### config.mk
export PLATFORM = sky130hd
export DESIGN_NAME = lmts_ctrl
export DESIGN_NICKNAME = d
export VERILOG_FILES = /design/src/hw/rtl/lmts_pkg.sv /design/src/hw/rtl/lmts_ctrl.sv
export SDC_FILE = /design/constraint.sdc
export NUM_CORES = 1
export LEC_CHECK = 0
export BUFFER_PORTS_ARGS = -buffer_cell sky130_fd_sc_hd__buf_2
export CAP_MARGIN = 40
export CELL_PAD_IN_SITES_DETAIL_PLACEMENT = 1
export CELL_PAD_IN_SITES_GLOBAL_PLACEMENT = 1
export CORE_UTILIZATION = 31
export DETAILED_ROUTE_END_ITERATION = 10
export PLACE_DENSITY_LB_ADDON = 0.1
export SLEW_MARGIN = 10
export SYNTH_ARGS = -nofsm -noshare
export SYNTH_HDL_FRONTEND = slang
export SYNTH_SLANG_ARGS = --single-unit
### constraint.sdc
create_clock -name clk -period 1.75 [get_ports clk]
set_clock_uncertainty 0.05 [all_clocks]
set_input_delay 0.35 -clock clk [delete_from_list [all_inputs] [get_ports clk]]
set_output_delay 0.35 -clock clk [all_outputs]
set_load 0.02 [all_outputs]
### src/hw/rtl/lmts_pkg.sv
// Shared types and constants for the LED matrix text scroller.
// Operation codes, display controller register codes, controller states,
// and the command/status structs between controller and datapath.
package lmts_pkg;

  // operation codes carried on s_tuser
  localparam logic [2:0] OP_TICK   = 3'd0;
  localparam logic [2:0] OP_FONT   = 3'd1;
  localparam logic [2:0] OP_TEXT   = 3'd2;
  localparam logic [2:0] OP_START  = 3'd3;
  localparam logic [2:0] OP_INTENS = 3'd4;
  localparam logic [2:0] OP_INIT   = 3'd5;

  // configuration register indexes
  localparam logic [3:0] CFG_PERIOD    = 4'd0;
  localparam logic [3:0] CFG_INTENSITY = 4'd1;

  // display controller registers and init values
  localparam logic [3:0] REG_DECODE    = 4'h9;
  localparam logic [3:0] REG_INTENSITY = 4'hA;
  localparam logic [3:0] REG_SCAN      = 4'hB;
  localparam logic [3:0] REG_SHUTDOWN  = 4'hC;
  localparam logic [3:0] REG_TEST      = 4'hF;
  localparam logic [7:0] INIT_INTENS   = 8'h03;
  localparam logic [7:0] INIT_SCAN     = 8'h07;
  localparam logic [7:0] INIT_SHUTDOWN = 8'h01;

  // character mapping
  localparam logic [7:0] CHAR_SPACE  = 8'h20;
  localparam logic [7:0] CHAR_HI     = 8'd93;
  localparam logic [7:0] CHAR_HI_OFS = 8'd33;
  localparam logic [7:0] CHAR_LO     = 8'd32;

  localparam logic [3:0] INTENS_MAX  = 4'd15;
  localparam logic [3:0] ROW_LAST    = 4'd7;
  localparam logic [3:0] INIT_LAST   = 4'd13;
  localparam logic [3:0] INIT_CTRL_N = 4'd4;

  typedef enum logic [3:0] {
    ST_CLEAR,
    ST_IDLE,
    ST_TXT0,
    ST_TXT1,
    ST_TXT2,
    ST_ROWA,
    ST_ROWB,
    ST_ROWC,
    ST_BLANK,
    ST_INIT,
    ST_INTENS
  } state_t;

  typedef enum logic [1:0] {
    SRC_ROW,
    SRC_BLANK,
    SRC_INIT,
    SRC_INTENS
  } src_t;

  typedef struct packed {
    logic       accept;
    logic       clear;
    logic       txt_sel;
    logic       cap_e0;
    logic       cap_e1;
    logic       cap_d0;
    logic       font_sel;
    logic       emit;
    src_t       src;
    logic       last;
    logic [3:0] cnt;
  } cmd_t;

  typedef struct packed {
    logic [2:0] op;
    logic       fire;
    logic       wrap;
    logic       clear_done;
    logic       out_free;
  } status_t;

endpackage

### src/hw/rtl/lmts_ctrl.sv
// Controller of the LED matrix text scroller: sequences text and font reads
// and frame emission. Uses lmts_pkg; drives the datapath through cmd_t.
module lmts_ctrl (
  input  logic              clk,
  input  logic              rst,
  input  logic              s_tvalid,
  output logic              s_tready,
  input  lmts_pkg::status_t status,
  output lmts_pkg::cmd_t    cmd
);

  lmts_pkg::state_t state, state_next;
  logic [3:0]       cnt, cnt_next;

  always_ff @(posedge clk) begin
    if (rst) begin
      state <= lmts_pkg::ST_CLEAR;
      cnt   <= 4'd0;
    end else begin
      state <= state_next;
      cnt   <= cnt_next;
    end
  end

  always_comb begin
    state_next = state;
    cnt_next   = cnt;
    s_tready   = 1'b0;
    cmd        = '0;
    cmd.src    = lmts_pkg::SRC_ROW;
    cmd.cnt    = cnt;
    unique case (state)
      lmts_pkg::ST_CLEAR: begin
        cmd.clear = 1'b1;
        if (status.clear_done) state_next = lmts_pkg::ST_IDLE;
      end
      lmts_pkg::ST_IDLE: begin
        s_tready   = 1'b1;
        cmd.accept = s_tvalid;
        cnt_next   = 4'd0;
        if (s_tvalid) begin
          unique case (status.op)
            lmts_pkg::OP_TICK:   if (status.fire) state_next = lmts_pkg::ST_TXT0;
            lmts_pkg::OP_START:  state_next = lmts_pkg::ST_BLANK;
            lmts_pkg::OP_INTENS: state_next = lmts_pkg::ST_INTENS;
            lmts_pkg::OP_INIT:   state_next = lmts_pkg::ST_INIT;
            default:             state_next = lmts_pkg::ST_IDLE;
          endcase
        end
      end
      lmts_pkg::ST_TXT0: begin
        cmd.txt_sel = 1'b0;
        state_next  = lmts_pkg::ST_TXT1;
      end
      lmts_pkg::ST_TXT1: begin
        cmd.txt_sel = 1'b1;
        cmd.cap_e0  = 1'b1;
        state_next  = lmts_pkg::ST_TXT2;
      end
      lmts_pkg::ST_TXT2: begin
        cmd.cap_e1 = 1'b1;
        state_next = lmts_pkg::ST_ROWA;
      end
      lmts_pkg::ST_ROWA: begin
        cmd.font_sel = 1'b0;
        state_next   = lmts_pkg::ST_ROWB;
      end
      lmts_pkg::ST_ROWB: begin
        cmd.font_sel = 1'b1;
        cmd.cap_d0   = 1'b1;
        state_next   = lmts_pkg::ST_ROWC;
      end
      lmts_pkg::ST_ROWC: begin
        cmd.font_sel = 1'b1;
        cmd.emit     = 1'b1;
        cmd.src      = lmts_pkg::SRC_ROW;
        cmd.last     = (cnt == lmts_pkg::ROW_LAST) && !status.wrap;
        if (status.out_free) begin
          if (cnt == lmts_pkg::ROW_LAST) begin
            cnt_next   = 4'd0;
            state_next = status.wrap ? lmts_pkg::ST_BLANK : lmts_pkg::ST_IDLE;
          end else begin
            cnt_next   = cnt + 4'd1;
            state_next = lmts_pkg::ST_ROWA;
          end
        end
      end
      lmts_pkg::ST_BLANK: begin
        cmd.emit = 1'b1;
        cmd.src  = lmts_pkg::SRC_BLANK;
        cmd.last = (cnt == lmts_pkg::ROW_LAST);
        if (status.out_free) begin
          if (cnt == lmts_pkg::ROW_LAST) begin
            cnt_next   = 4'd0;
            state_next = lmts_pkg::ST_IDLE;
          end else begin
            cnt_next = cnt + 4'd1;
          end
        end
      end
      lmts_pkg::ST_INIT: begin
        cmd.emit = 1'b1;
        cmd.src  = lmts_pkg::SRC_INIT;
        cmd.last = (cnt == lmts_pkg::INIT_LAST);
        if (status.out_free) begin
          if (cnt == lmts_pkg::INIT_LAST) begin
            cnt_next   = 4'd0;
            state_next = lmts_pkg::ST_IDLE;
          end else begin
            cnt_next = cnt + 4'd1;
          end
        end
      end
      lmts_pkg::ST_INTENS: begin
        cmd.emit = 1'b1;
        cmd.src  = lmts_pkg::SRC_INTENS;
        cmd.last = 1'b1;
        if (status.out_free) state_next = lmts_pkg::ST_IDLE;
      end
      default: state_next = lmts_pkg::ST_IDLE;
    endcase
  end

endmodule

==> results_dict.tcl <==
set metrics [dict create \
    ys_seq_area_share_pct 20.4 \
    r2r-end "state[0]$_SDFFE_PP0P_" \
    coreArea_um2 2300 \
    outcome "finished with violations" \
    ys_ff_latch 8 \
    min_period_ns 1.79 \
    drt_iter0_drc 15 \
    cap_viol_max_count 0 \
    area_growth_pct 59.6 \
    mappedNetlistArea_um2 785 \
    synth_warnings 0 \
    synthAdderAreaFrac_pct 3.19 \
    wire_per_inst_um 18.5 \
    p_sw_uw 461 \
    dr.pass1.iters 4 \
    synthMuxAreaShare_pct 2.71 \
    synth_edf_count 0 \
    hold_violations 0 \
    critPathCapture "cmd[7]" \
    avgSynthCellArea_um2 7.92 \
    p_per_area_nw_per_um2 850 \
    peakVddDrop_mv 0.482 \
    cts_max_level 1 \
    min_path_type "primary input to flip-flop" \
    core.rowCount 17 \
    async_flop_share_pct 0 \
    yosys.area.top_type "dfxtp_1" \
    crit_path_start_kind "flip-flop" \
    start_util_pct 34.2 \
    cts_root_buffer "clkbuf_4" \
    antenna_found_initial 0 \
    yosys-top-cells-area "dfxtp_1 20%, nand2b_1 4.0%, nor3_1 3.8%" \
    cts_tree "done" \
    grt_max_degree 13 \
    regToRegStartpoint "cnt[0]$_SDFFE_PP0P_" \
    clock_path_buffers 2 \
    track_usage_pct 22.7 \
    max_stage_delay_ns 0.37 \
    r2r_slack_ns 0 \
    synth_top_family_by_area "simple AND/OR/NAND/NOR gates" \
    violations "negative setup slack" \
    combPwrFrac_pct 62.4 \
    nFillCells 295 \
    pwr-share-seq_pct 22.7 \
    grt_pass1_vias 932 \
    antenna_cells 0 \
    crit_arrival_ns 1.39 \
    min_from "rst" \
    critPathCaptureType "primary output" \
    ys_types 46 \
    insertion_delay_ns 0.26 \
    worstSetupPathType "flip-flop to primary output" \
    synth_top_cell_area_share_pct 20.4 \
    clock_power_share_pct 14.9 \
    gp_congestion 0.783 \
    io_buffer_count 25 \
    startpoint "state[1]$_SDFFE_PP0P_" \
    crit_slowest_cell "dfxtp_4" \
    setup_violations 3 \
    drive_gt1_share_pct 56.8 \
    crit_chain "buf_4, a21oi_1, a21oi_2, inv_1, buf_2" \
    via_count 989 \
    finalSetupTns_ns -0.0750 \
    synth_compound_area_share_pct 30.3 \
    cts-buffers-inserted 3 \
    slew_violations 0 \
    synth_cells 99 \
    finalCritPeriodShare_pct 102 \
    dp_hpwl_mm 1.86 \
    synth_xor_area_share_pct 0 \
    grt_pass1_wl_mm 4.60 \
    fp.dieW_um 52.3 \
    cts_sinks 8 \
    wl_mm 3.26 \
    drc 0 \
    syn_nets 111 \
    grt-ovfl-total 0 \
    final_nets 162 \
    die-area_um2 2740 \
    stdcell_count 176 \
    synth_commonest_cells "8 x dfxtp_1, 8 x inv_1, 8 x nand2_1" \
    fmax_mhz 560 \
    tightestPinTransition_ns 0.333 \
    cp.required_ns 1.35 \
    die_y_um 52.3 \
    synth-simple-area-share_pct 33.8 \
    vias_per_cell 5.62 \
    ant_nets 0 \
    io_pins 26 \
    slew_headroom_pct 77.7 \
    leakage_nw 0.525 \
    dp.cells 155 \
    cp_max_fo 4 \
    switching_share_pct 43.3 \
    layout_setup_ws_ns -0.0361 \
    synth_flop_cell "dfxtp_1" \
    rsz0062_at_grt "yes" \
    rr_worst_depth 5 \
    p_int_uw 604 \
    clk_pin_slew_ns 0.07 \
]
[worst max-delay path: cells and delay by family, from the launching register on]
kind	cells	cell delay, ns
compound gates	2	0.39
flops	1	0.37
buf+inv	3	0.36
[kinds of logic after synthesis]
logic type | Yosys count
compound gates | 30
mux | 2
simple gates | 43
fa+ha+maj | 2
flops | 8
buf+inv | 14
[layer usage]
metal | GRT usage (%) | share of wire, % | vias up
li1 | - | - | 472
met1 | 32.2 | 45 | 484
met2 | 35.0 | 50 | 31
met3 | 2.90 | 4.2 | 2
met4 | 7.46 | 0.37 | 0
met5 | 0 | 0 | -
[sequential cells by signal (all words and copies together) (netlist names)]
register / cells
cnt: 4
state: 4
[layout make-up]
class	instances	area [µm²]	share of cell area (%)
Multi-Input combinational cell	77	631	50.3
Timing Repair Buffer	52	357	28.5
Sequential cell	8	178	14.2
Tap cell	28	35.0	2.80
Inverter	8	30.0	2.40
Clock buffer	3	22.5	1.80
[power groups by stage]
stage / sequential (mW) / combinational, mW / clock (mW)
2_1_floorplan: 0.225 / 0.342 / 0
3_3_place_gp: 0.241 / 0.470 / 0
3_5_place_dp: 0.246 / 0.475 / 0
4_1_cts: 0.239 / 0.547 / 0.160
5_1_grt: 0.248 / 0.713 / 0.171
6_report: 0.242 / 0.664 / 0.159
[how the worst min path moves through the flow]
stage / end / cells after the start / slack (ns)
final: cnt[1]$_SDFFE_PP0P_ / 2 / 0.40
after global routing: cnt[1]$_SDFFE_PP0P_ / 2 / 0.40
after CTS: cnt[0]$_SDFFE_PP0P_ / 2 / 0.38
after detailed placement: cnt[1]$_SDFFE_PP0P_ / 2 / 0.45
after global placement: cnt[1]$_SDFFE_PP0P_ / 2 / 0.44
after floorplan: cnt[1]$_SDFFE_PP0P_ / 2 / 0.46
[layout by cell type, fill, tap and decap left out, types with 4 or more instances in the layout]
master / Yosys / layout
inv_1: 8 / 6
dfxtp_4: 0 / 4
nand3b_1: 4 / 4
buf_6: 2 / 5
buf_2: 0 / 21
buf_4: 2 / 26
nand2b_1: 5 / 4
nand2_1: 8 / 7
nor3_1: 6 / 4
nor2_1: 5 / 5
[per-stage QoR]
| step | total power, mW | setup WS (ns) | area (µm²) | hold WS [ns] | utilization, % |
|---|---|---|---|---|---|
| finish | 1.06 | -0.0361 | 1250 | 0.396 | 54.5 |
| global route | 1.13 | -0.110 | 1250 | 0.401 | 54.5 |
| CTS | 0.947 | -0.0527 | 1120 | 0.383 | 48.9 |
| detailed placement | 0.721 | 0.0161 | 975 | 0.453 | 42.4 |
| global placement | 0.712 | 0.0681 | 975 | 0.439 | 42.4 |
| floorplan | 0.567 | 0.00642 | 792 | 0.456 | - |
[repair_timing]
item                       CTS  global route
hold buffers                 0             0
setup endpoints to repair   10            16
buffers inserted            11             7
pin swaps                    3             3
gates resized for setup     15            19
Note: power is estimated with default switching activity, not from simulation.
